[src/rtl/core/ldd_pkg.sv]
// Shared types, constants and the text helper for the decimal row updater.
package ldd_pkg;

  localparam int VAL_W           = 32;
  localparam int BCD_DIGITS      = 10;
  localparam int BCD_W           = 4 * BCD_DIGITS;
  localparam int CONV_STEPS      = VAL_W;
  localparam int COLUMN_W        = 4;
  localparam int GLYPH_W         = 7;
  localparam int DEF_ROW_COLUMNS = 16;
  // widest text is "-214748364.8", so the terminator never lies past this column
  localparam int MAX_TEXT_COL    = 12;

  localparam logic [7:0] CH_POINT = 8'h2E;
  localparam logic [7:0] CH_SPACE = 8'h20;
  localparam logic [7:0] CH_TERM  = 8'h00;
  localparam logic [7:0] CH_MINUS = 8'h2D;
  localparam logic [7:0] CH_ZERO  = 8'h30;

  typedef struct packed {
    logic load;
    logic conv;
    logic walk;
    logic flush;
  } ctrl_cmd_t;

  typedef struct packed {
    logic conv_done;
    logic walk_done;
    logic flush_done;
  } ctrl_sts_t;

  // Character at one column of the padded text for a BCD magnitude and sign.
  function automatic logic [7:0] text_char(input logic [BCD_W-1:0] bcd, input logic neg,
                                           input logic [5:0] col);
    logic [5:0] nd;
    logic [5:0] len;
    logic [5:0] idx;
    logic [3:0] dg;
    logic [7:0] ch;
    nd = 6'd1;
    for (int k = 1; k < BCD_DIGITS; k++) begin
      if (bcd[4*k +: 4] != 4'd0) nd = 6'(k + 1);
    end
    len = nd + {5'd0, neg};
    idx = nd - 6'd1 - col + {5'd0, neg};
    dg  = 4'd0;
    for (int k = 0; k < BCD_DIGITS; k++) begin
      if (idx == 6'(k)) dg = bcd[4*k +: 4];
    end
    if (neg && col == 6'd0) begin
      ch = CH_MINUS;
    end else if (col + 6'd1 < len) begin
      ch = CH_ZERO | {4'd0, dg};
    end else if (col == len - 6'd1) begin
      ch = CH_POINT;
    end else if (col == len) begin
      ch = CH_ZERO | {4'd0, bcd[3:0]};
    end else if (col == len + 6'd1) begin
      ch = CH_TERM;
    end else begin
      ch = CH_SPACE;
    end
    return ch;
  endfunction

endpackage

[src/rtl/core/ldd_channels.sv]
// Handshake channels: input word and result word.
interface ldd_in_if import ldd_pkg::*; ();
  logic                    valid;
  logic                    ready;
  logic signed [VAL_W-1:0] angle_tenths;
  logic signed [VAL_W-1:0] velocity_tenths;

  modport source (output valid, output angle_tenths, output velocity_tenths, input ready);
  modport sink   (input valid, input angle_tenths, input velocity_tenths, output ready);
endinterface

interface ldd_out_if import ldd_pkg::*; ();
  logic                valid;
  logic                ready;
  logic                row_select;
  logic [COLUMN_W-1:0] column;
  logic [GLYPH_W-1:0]  glyph;
  logic                last_write;

  modport source (output valid, output row_select, output column, output glyph,
                  output last_write, input ready);
  modport sink   (input valid, input row_select, input column, input glyph,
                  input last_write, output ready);
endinterface

[src/rtl/core/lcd_decimal_diff_update.sv]
// Top level of the two-row decimal display updater.
//
//   channel  dir  word                                    handshake
//   in_ch    in   angle_tenths, velocity_tenths (s32)     valid/ready
//   out_ch   out  row_select, column, glyph, last_write   valid/ready
//
// An item is loaded, converted one bit per cycle, walked column by column over
// both rows (at most 2*ROW_COLUMNS columns) and then flushed.
// Each changed column gives one word; walk and flush stall only while the
// output register is full and the consumer holds ready low.
// Reset (rst_n low, synchronous) sets both stored rows to spaces at once.
module lcd_decimal_diff_update import ldd_pkg::*; #(
  parameter int ROW_COLUMNS = DEF_ROW_COLUMNS
) (
  input  logic        clk,
  input  logic        rst_n,
  ldd_in_if.sink      in_ch,
  ldd_out_if.source   out_ch
);

  ctrl_cmd_t cmd;
  ctrl_sts_t sts;

  ldd_ctrl u_ctrl (
    .clk      (clk),
    .rst_n    (rst_n),
    .in_valid (in_ch.valid),
    .in_ready (in_ch.ready),
    .cmd      (cmd),
    .sts      (sts)
  );

  ldd_datapath #(
    .ROW_COLUMNS (ROW_COLUMNS)
  ) u_datapath (
    .clk             (clk),
    .rst_n           (rst_n),
    .cmd             (cmd),
    .sts             (sts),
    .angle_tenths    (in_ch.angle_tenths),
    .velocity_tenths (in_ch.velocity_tenths),
    .out_valid       (out_ch.valid),
    .out_ready       (out_ch.ready),
    .out_row_select  (out_ch.row_select),
    .out_column      (out_ch.column),
    .out_glyph       (out_ch.glyph),
    .out_last_write  (out_ch.last_write)
  );

endmodule

[src/rtl/core/ldd_bcd_conv.sv]
// Shift-and-add-3 binary to BCD converter, one bit per step, with sign split off.
module ldd_bcd_conv import ldd_pkg::*; (
  input  logic                    clk,
  input  logic                    load,
  input  logic                    step,
  input  logic signed [VAL_W-1:0] value,
  output logic [BCD_W-1:0]        bcd,
  output logic                    neg
);

  logic [VAL_W-1:0] bin_r, bin_nxt;
  logic [BCD_W-1:0] bcd_r, bcd_nxt;
  logic             neg_r, neg_nxt;
  logic [BCD_W-1:0] adj;

  always_comb begin
    for (int d = 0; d < BCD_DIGITS; d++) begin
      adj[4*d +: 4] = (bcd_r[4*d +: 4] >= 4'd5) ? bcd_r[4*d +: 4] + 4'd3 : bcd_r[4*d +: 4];
    end
  end

  always_comb begin
    bin_nxt = bin_r;
    bcd_nxt = bcd_r;
    neg_nxt = neg_r;
    if (load) begin
      neg_nxt = value[VAL_W-1];
      // most negative value negates onto itself, which is the right magnitude unsigned
      bin_nxt = value[VAL_W-1] ? VAL_W'(-value) : VAL_W'(value);
      bcd_nxt = '0;
    end else if (step) begin
      bcd_nxt = {adj[BCD_W-2:0], bin_r[VAL_W-1]};
      bin_nxt = {bin_r[VAL_W-2:0], 1'b0};
    end
  end

  always_ff @(posedge clk) begin
    bin_r <= bin_nxt;
    bcd_r <= bcd_nxt;
    neg_r <= neg_nxt;
  end

  assign bcd = bcd_r;
  assign neg = neg_r;

endmodule

[src/rtl/core/ldd_ctrl.sv]
// Sequencer: load, convert, walk both rows, flush the held word.
module ldd_ctrl import ldd_pkg::*; (
  input  logic      clk,
  input  logic      rst_n,
  input  logic      in_valid,
  output logic      in_ready,
  output ctrl_cmd_t cmd,
  input  ctrl_sts_t sts
);

  typedef enum logic [3:0] {
    ST_IDLE  = 4'b0001,
    ST_CONV  = 4'b0010,
    ST_WALK  = 4'b0100,
    ST_FLUSH = 4'b1000
  } state_t;

  state_t state_r, state_nxt;

  always_comb begin
    state_nxt = state_r;
    cmd       = '0;
    in_ready  = 1'b0;
    case (state_r)
      ST_IDLE: begin
        in_ready = 1'b1;
        if (in_valid) begin
          cmd.load  = 1'b1;
          state_nxt = ST_CONV;
        end
      end
      ST_CONV: begin
        cmd.conv = 1'b1;
        if (sts.conv_done) state_nxt = ST_WALK;
      end
      ST_WALK: begin
        cmd.walk = 1'b1;
        if (sts.walk_done) state_nxt = ST_FLUSH;
      end
      ST_FLUSH: begin
        cmd.flush = 1'b1;
        if (sts.flush_done) state_nxt = ST_IDLE;
      end
      default: state_nxt = ST_IDLE;
    endcase
  end

  always_ff @(posedge clk) begin
    if (!rst_n) begin
      state_r <= ST_IDLE;
    end else begin
      state_r <= state_nxt;
    end
  end

endmodule

[src/rtl/core/ldd_datapath.sv]
// Converters, stored rows, column walker, held word and output register.
module ldd_datapath import ldd_pkg::*; #(
  parameter int ROW_COLUMNS = DEF_ROW_COLUMNS
) (
  input  logic                    clk,
  input  logic                    rst_n,
  input  ctrl_cmd_t               cmd,
  output ctrl_sts_t               sts,
  input  logic signed [VAL_W-1:0] angle_tenths,
  input  logic signed [VAL_W-1:0] velocity_tenths,
  output logic                    out_valid,
  input  logic                    out_ready,
  output logic                    out_row_select,
  output logic [COLUMN_W-1:0]     out_column,
  output logic [GLYPH_W-1:0]      out_glyph,
  output logic                    out_last_write
);

  localparam int COL_W  = $clog2(ROW_COLUMNS);
  localparam int STEP_W = $clog2(CONV_STEPS);

  logic [BCD_W-1:0] vel_bcd, ang_bcd;
  logic             vel_neg, ang_neg;

  ldd_bcd_conv u_vel_conv (
    .clk   (clk),
    .load  (cmd.load),
    .step  (cmd.conv),
    .value (velocity_tenths),
    .bcd   (vel_bcd),
    .neg   (vel_neg)
  );

  ldd_bcd_conv u_ang_conv (
    .clk   (clk),
    .load  (cmd.load),
    .step  (cmd.conv),
    .value (angle_tenths),
    .bcd   (ang_bcd),
    .neg   (ang_neg)
  );

  logic [STEP_W-1:0]   step_r, step_nxt;
  logic [7:0]          vel_row_r [ROW_COLUMNS];
  logic [7:0]          vel_row_nxt [ROW_COLUMNS];
  logic [7:0]          ang_row_r [ROW_COLUMNS];
  logic [7:0]          ang_row_nxt [ROW_COLUMNS];
  logic [COL_W-1:0]    col_r, col_nxt;
  logic                row_r, row_nxt;
  logic                pend_valid_r, pend_valid_nxt;
  logic                pend_row_r, pend_row_nxt;
  logic [COLUMN_W-1:0] pend_col_r, pend_col_nxt;
  logic [GLYPH_W-1:0]  pend_glyph_r, pend_glyph_nxt;
  logic                out_valid_r, out_valid_nxt;
  logic                out_row_r, out_row_nxt;
  logic [COLUMN_W-1:0] out_col_r, out_col_nxt;
  logic [GLYPH_W-1:0]  out_glyph_r, out_glyph_nxt;
  logic                out_last_r, out_last_nxt;

  logic [7:0]         stored_ch, new_ch;
  logic [GLYPH_W-1:0] show_glyph;
  logic               diff, is_term, row_end, slot_free, walk_go;

  assign stored_ch  = row_r ? ang_row_r[col_r] : vel_row_r[col_r];
  assign new_ch     = row_r ? text_char(ang_bcd, ang_neg, 6'(col_r))
                            : text_char(vel_bcd, vel_neg, 6'(col_r));
  assign diff       = stored_ch != new_ch;
  assign is_term    = new_ch == CH_TERM;
  assign show_glyph = is_term ? CH_SPACE[GLYPH_W-1:0] : new_ch[GLYPH_W-1:0];
  assign row_end    = (diff && is_term) || (col_r == COL_W'(ROW_COLUMNS - 1));
  assign slot_free  = !out_valid_r || out_ready;
  // a new difference pushes the held word out, so it waits for a free slot
  assign walk_go    = cmd.walk && !(diff && pend_valid_r && !slot_free);

  assign sts.conv_done  = cmd.conv && (step_r == STEP_W'(CONV_STEPS - 1));
  assign sts.walk_done  = walk_go && row_end && row_r;
  assign sts.flush_done = !pend_valid_r || slot_free;

  always_comb begin
    step_nxt       = step_r;
    vel_row_nxt    = vel_row_r;
    ang_row_nxt    = ang_row_r;
    col_nxt        = col_r;
    row_nxt        = row_r;
    pend_valid_nxt = pend_valid_r;
    pend_row_nxt   = pend_row_r;
    pend_col_nxt   = pend_col_r;
    pend_glyph_nxt = pend_glyph_r;
    out_valid_nxt  = out_valid_r && !out_ready;
    out_row_nxt    = out_row_r;
    out_col_nxt    = out_col_r;
    out_glyph_nxt  = out_glyph_r;
    out_last_nxt   = out_last_r;

    if (cmd.load) begin
      step_nxt = '0;
      col_nxt  = '0;
      row_nxt  = 1'b0;
    end
    if (cmd.conv) step_nxt = step_r + STEP_W'(1);

    if (walk_go) begin
      if (diff) begin
        if (row_r) ang_row_nxt[col_r] = new_ch;
        else       vel_row_nxt[col_r] = new_ch;
        if (pend_valid_r) begin
          out_valid_nxt = 1'b1;
          out_row_nxt   = pend_row_r;
          out_col_nxt   = pend_col_r;
          out_glyph_nxt = pend_glyph_r;
          out_last_nxt  = 1'b0;
        end
        pend_valid_nxt = 1'b1;
        pend_row_nxt   = row_r;
        pend_col_nxt   = col_r[COLUMN_W-1:0];
        pend_glyph_nxt = show_glyph;
      end
      if (row_end) begin
        col_nxt = '0;
        row_nxt = 1'b1;
      end else begin
        col_nxt = col_r + COL_W'(1);
      end
    end

    // the held word is the last of the item once the walk is over
    if (cmd.flush && pend_valid_r && slot_free) begin
      out_valid_nxt  = 1'b1;
      out_row_nxt    = pend_row_r;
      out_col_nxt    = pend_col_r;
      out_glyph_nxt  = pend_glyph_r;
      out_last_nxt   = 1'b1;
      pend_valid_nxt = 1'b0;
    end
  end

  always_ff @(posedge clk) begin
    if (!rst_n) begin
      for (int i = 0; i < ROW_COLUMNS; i++) begin
        vel_row_r[i] <= CH_SPACE;
        ang_row_r[i] <= CH_SPACE;
      end
      pend_valid_r <= 1'b0;
      out_valid_r  <= 1'b0;
      step_r       <= '0;
      col_r        <= '0;
      row_r        <= 1'b0;
    end else begin
      vel_row_r    <= vel_row_nxt;
      ang_row_r    <= ang_row_nxt;
      pend_valid_r <= pend_valid_nxt;
      out_valid_r  <= out_valid_nxt;
      step_r       <= step_nxt;
      col_r        <= col_nxt;
      row_r        <= row_nxt;
    end
  end

  always_ff @(posedge clk) begin
    pend_row_r   <= pend_row_nxt;
    pend_col_r   <= pend_col_nxt;
    pend_glyph_r <= pend_glyph_nxt;
    out_row_r    <= out_row_nxt;
    out_col_r    <= out_col_nxt;
    out_glyph_r  <= out_glyph_nxt;
    out_last_r   <= out_last_nxt;
  end

  assign out_valid      = out_valid_r;
  assign out_row_select = out_row_r;
  assign out_column     = out_col_r;
  assign out_glyph      = out_glyph_r;
  assign out_last_write = out_last_r;

endmodule

[src/flat_wrapper.sv]
// flat-port wrapper written by rule: the top's interface ports become plain ports
module lcd_decimal_diff_update_flat import ldd_pkg::*;
#(
  parameter int ROW_COLUMNS = DEF_ROW_COLUMNS
)
  (clk, rst_n, in_ch_valid, in_ch_angle_tenths, in_ch_velocity_tenths, in_ch_ready, out_ch_valid, out_ch_row_select, out_ch_column, out_ch_glyph, out_ch_last_write, out_ch_ready);
  ldd_in_if in_ch_i ();
  ldd_out_if out_ch_i ();
  input  logic clk;
  input  logic rst_n;
  input wire logic [$bits(in_ch_i.valid)-1:0] in_ch_valid;
  input wire logic [$bits(in_ch_i.angle_tenths)-1:0] in_ch_angle_tenths;
  input wire logic [$bits(in_ch_i.velocity_tenths)-1:0] in_ch_velocity_tenths;
  output wire logic [$bits(in_ch_i.ready)-1:0] in_ch_ready;
  output wire logic [$bits(out_ch_i.valid)-1:0] out_ch_valid;
  output wire logic [$bits(out_ch_i.row_select)-1:0] out_ch_row_select;
  output wire logic [$bits(out_ch_i.column)-1:0] out_ch_column;
  output wire logic [$bits(out_ch_i.glyph)-1:0] out_ch_glyph;
  output wire logic [$bits(out_ch_i.last_write)-1:0] out_ch_last_write;
  input wire logic [$bits(out_ch_i.ready)-1:0] out_ch_ready;
  assign in_ch_i.valid = in_ch_valid;
  assign in_ch_i.angle_tenths = in_ch_angle_tenths;
  assign in_ch_i.velocity_tenths = in_ch_velocity_tenths;
  assign in_ch_ready = in_ch_i.ready;
  assign out_ch_valid = out_ch_i.valid;
  assign out_ch_row_select = out_ch_i.row_select;
  assign out_ch_column = out_ch_i.column;
  assign out_ch_glyph = out_ch_i.glyph;
  assign out_ch_last_write = out_ch_i.last_write;
  assign out_ch_i.ready = out_ch_ready;
  lcd_decimal_diff_update #(.ROW_COLUMNS(ROW_COLUMNS)) u_core (.clk(clk), .rst_n(rst_n), .in_ch(in_ch_i), .out_ch(out_ch_i));
endmodule
[config.mk]
export PLATFORM = sky130hd
export DESIGN_NAME = lcd_decimal_diff_update_flat
export DESIGN_NICKNAME = d
export VERILOG_FILES = /design/src/rtl/core/ldd_pkg.sv /design/src/rtl/core/ldd_channels.sv /design/src/rtl/core/lcd_decimal_diff_update.sv /design/src/rtl/core/ldd_bcd_conv.sv /design/src/rtl/core/ldd_ctrl.sv /design/src/rtl/core/ldd_datapath.sv /design/src/flat_wrapper.sv
export SDC_FILE = /design/constraint.sdc
export NUM_CORES = 1
export LEC_CHECK = 0
export ABC_AREA = 1
export BUFFER_PORTS_ARGS = -buffer_cell sky130_fd_sc_hd__buf_4
export CORE_ASPECT_RATIO = 1.2
export CORE_UTILIZATION = 45
export CTS_CLUSTER_DIAMETER = 100
export DETAILED_ROUTE_END_ITERATION = 8
export PLACE_DENSITY_LB_ADDON = 0.12
export SLEW_MARGIN = 10
export SYNTH_ARGS = -nofsm -noshare
export SYNTH_HDL_FRONTEND = slang
export SYNTH_SLANG_ARGS = --single-unit
[constraint.sdc]
create_clock -name clk -period 6.5 [get_ports clk]
set_input_delay 0.325 -clock clk [delete_from_list [all_inputs] [get_ports clk]]
set_output_delay 0.325 -clock clk [all_outputs]
set_load 0.05 [all_outputs]
==> flow_metrics.env <==
export IMPL_powerDensity_mw_per_mm2=346
export IMPL_synth_area_per_cell_sq_um=7.29
export IMPL_dieHeight_um=239
export IMPL_max_stage_delay_ns=0.44
export IMPL_dr_pass1_iters=5
export IMPL_dieArea_sq_mm=0.0476
export IMPL_diodes=0
export IMPL_leakagePower_nw=10.1
export IMPL_maxSlewHeadroom=0.224
export IMPL_start_kind="flip-flop"
export IMPL_cts_clk_slew_worst_paths_ns=0.06
export IMPL_register_area_sq_mm=0.00843
export IMPL_htreeDepth=2
export IMPL_r2r_cells=35
export IMPL_setup_violations=0
export IMPL_min_period_ns=5.97
export IMPL_synth_top_cell_area_share=0.275
export IMPL_place_area_sq_mm=0.0221
export IMPL_detail_route_wl_per_cell_um=16.1
export IMPL_synth_xor_area_frac=0.0358
export IMPL_area_delta_synth_final_pct=12.3
export IMPL_tightest_slew_ns=1.16
export IMPL_fmax_ghz=0.168
export IMPL_crit_path_end_kind="flip-flop"
export IMPL_yosys_area_share_adder=0.0467
export IMPL_fin_skew_ns=0.0275
export IMPL_comb_power_share=0.366
export IMPL_die_w_um=199
export IMPL_finalSetupTns_ns=0
export IMPL_holdCritPathClass="input port to flip-flop"
export IMPL_rsz0062_at_grt="no"
export IMPL_reg2reg_to="u_core.u_datapath.vel_row_r[107]"
export IMPL_crit_top_cell="inv_1"
export IMPL_fillCellCount=4689
export IMPL_criticalPathCategory="flip-flop to flip-flop"
export IMPL_cts_sinks=377
export IMPL_ys_async_sr_fraction=0
export IMPL_fin_util=0.513
export IMPL_p_switching_w=0.00320
export IMPL_yosysTopAreaCell="dfxtp_1"
export IMPL_synthMuxAreaShare=0
export IMPL_drtAntennaViolNets=0
export IMPL_slew_viol_final=0
export IMPL_clock_latency_ns=0.59
export IMPL_worstPathArrival_ns=6.48
export IMPL_first_iter_violations=1084
export IMPL_final_cell_mix="539 x nand2_1, 474 x nor2_1, 296 x o21ai_0, 288 x dfxtp_1, 249 x inv_1"
export IMPL_outcome="finished clean"
export IMPL_synth_compound_area_share=0.183
export IMPL_start_util=0.456
export IMPL_root_buffer="clkbuf_16"
export IMPL_r2r_slack_ns=0.53
export IMPL_postCtsHoldBufs=0
export IMPL_crit_path_top_delay_cell="a221oi_1"
export IMPL_setup_slack_ns=0.533
export IMPL_antenna_found_initial=0
export IMPL_rows=86
export IMPL_place_ws_ns=0.458
export IMPL_via_per_inst=5.36
export IMPL_r2r_start="u_core.u_datapath.u_vel_conv.bcd[4]"
export IMPL_finalInstanceArea_sq_mm=0.0236
export IMPL_hp_start="in_ch_angle_tenths[0]"
export IMPL_hold_violations=0
export IMPL_peakVddDrop_mv=0.217
export IMPL_clock_path_buffers=3
export IMPL_cts_tree="yes"
export IMPL_core_area_sq_mm=0.0461
export IMPL_clkPwrFrac=0.304
export IMPL_port_buffers=81
export IMPL_synth_edf_count=88
export IMPL_synth_cell_types=59
export IMPL_p_sw_frac=0.391
export IMPL_ys_seq_area_frac=0.401
export IMPL_hold_depth=3
export IMPL_ys_warn_count=0
export IMPL_grt_pass1_vias=18200
export IMPL_seqPwrFrac=0.330
export IMPL_worst_path_max_fanout=16
export IMPL_grt_overflow=0
export IMPL_place_gp_congestion=0.914
export IMPL_ys_ff_latch=377
export IMPL_final_common_cell="nand2_1"
export IMPL_synth_cells=2882
export IMPL_dp_cells=3483
export IMPL_grt_use_total=0.244
export IMPL_ios=83
export IMPL_hold_path_endpoint="u_core.u_datapath.u_ang_conv.bin_r[0]"
export IMPL_synth_simple_area_share=0.256
export IMPL_netlist_area_sq_mm=0.0210
export IMPL_fin_nets=3062
export IMPL_fin_cells=3567
export IMPL_multiInputGateArea_sq_mm=0.0110
export IMPL_synth_area_leaders="dfxtp_1 28%, edfxtp_1 13%, nand2_1 9.7%"
export IMPL_dp_hpwl_mm=39.2
export IMPL_drc=0
export IMPL_cp_required_ns=7.01
export IMPL_ys_flop_type="dfxtp_1"
export IMPL_drive_above_1_share=0.0993
export IMPL_fin_crit_sh=0.918
export IMPL_vias=19100
export IMPL_grt_max_degree=120
export IMPL_max_cap_violations=0
export IMPL_power_internal_w=0.00498
export IMPL_numCtsBuffers=42
export IMPL_grt_pass1_wl_mm=93.1
export IMPL_finalWirelength_mm=57.4
export IMPL_synth_top_family_by_area="simple AND/OR/NAND/NOR gates"
==> power groups by stage <==
stage / Combinational [W] / Clock (W) / Sequential (W)
floorplan: 0.00220 / 0 / 0.00273
global placement: 0.00295 / 0 / 0.00274
detailed placement: 0.00298 / 0 / 0.00275
CTS: 0.00299 / 0.00255 / 0.00270
global route: 0.00335 / 0.00264 / 0.00271
finish: 0.00299 / 0.00248 / 0.00270
==> critical path, delay by kind of cell, from the launching register on <==
kind	cells	cell delay, ns
simple gates	20	2.61
flops	1	0.41
fa+ha+maj	4	0.94
buf+inv	6	0.74
compound gates	5	1.21
==> sequential cells by signal (all words and copies together), names as in the netlist, 5 cells and up <==
name and flops:
u_core.u_datapath.ang_row_r 96, u_core.u_datapath.vel_row_r 96, u_core.u_datapath.u_ang_conv.bcd 40, u_core.u_datapath.u_vel_conv.bcd 40
u_core.u_datapath.u_ang_conv.bin_r 32, u_core.u_datapath.u_vel_conv.bin_r 32, u_core.u_datapath.out_glyph 6, u_core.u_datapath.pend_glyph_r 6
u_core.u_datapath.step_r 5
==> per-stage QoR <==
stage	power, W	hold WS, ns
3_3_place_gp	0.00569	0.402
6_report	0.00817	0.0824
2_1_floorplan	0.00492	0.400
3_5_place_dp	0.00572	0.405
4_1_cts	0.00823	0.0574
5_1_grt	0.00871	0.0887
==> kinds of logic after synthesis <==
logic type                 Yosys count
and+or+nand+nor                   1259
AOI/OAI and AO/OA                  661
buffers and inverters              421
DFF                                377
xor gates and xnor gates            86
adders and majority gates           76
other                                2
==> routing by layer <==
metal / up-vias / track usage / routed length, um
li1: 9645 / - / -
met1: 8959 / 0.292 / 24300
met2: 420 / 0.439 / 29000
met3: 93 / 0.0365 / 2660
met4: 0 / 0.0848 / 1440
met5: - / 0 / 0
==> how the worst max path moves through the flow <==
stage,slack (ns),depth (start not counted),endpoint,from
global route,0.06,34,u_core.u_datapath.vel_row_r[107],u_core.u_datapath.u_vel_conv.bcd[4]
detailed placement,0.46,33,u_core.u_datapath.ang_row_r[43],u_core.u_datapath.u_vel_conv.bcd[4]
floorplan,1.35,33,u_core.u_datapath.out_column[0],u_core.u_datapath.u_ang_conv.bcd[4]
CTS,0.45,34,u_core.u_datapath.ang_row_r[40],u_core.u_datapath.u_vel_conv.bcd[4]
finish,0.53,35,u_core.u_datapath.vel_row_r[107],u_core.u_datapath.u_vel_conv.bcd[4]
global placement,0.70,35,u_core.u_datapath.ang_row_r[64],u_core.u_datapath.u_vel_conv.bcd[4]
==> area by class of cell <==
type                            count  share of cell area
Multi-Input combinational cell   2086               0.465
Sequential cell                   377               0.357
Inverter                          299              0.0482
Clock buffer                       50              0.0471
Timing Repair Buffer              112              0.0361
Tap cell                          616              0.0326
Clock inverter                     27              0.0134
==> synth_stat cells, types with 5 or more instances <==
cell type	instances
xnor2_1	27
inv_1	249
nor3b_1	5
o21ai_0	296
clkinv_1	11
nand2_4	25
nor2_1	474
o31ai_1	11
nor3_1	29
o211ai_1	66
xor2_1	59
o41ai_1	6
a22oi_1	10
a31oi_1	7
o21ai_1	50
nand2_1	542
a21oi_1	134
a32oi_1	6
buf_2	11
o21a_1	5
dfxtp_1	289
o22ai_1	12
inv_2	34
nand2_2	19
nand3_1	109
a211oi_1	5
nor2_4	5
ha_1	72
clkbuf_1	105
o221ai_1	11
a32o_1	20
nor4_1	14
nor2_2	10
nand4_1	12
edfxtp_1	88
==> timing repair <==
item,4_1_cts,5_1_grt
gates resized for setup,0,1
endpoints found under the hold margin,0,0
buffers inserted,0,7
setup endpoints to repair,0,42
No activity file was read; power rests on OpenSTA's default activity.
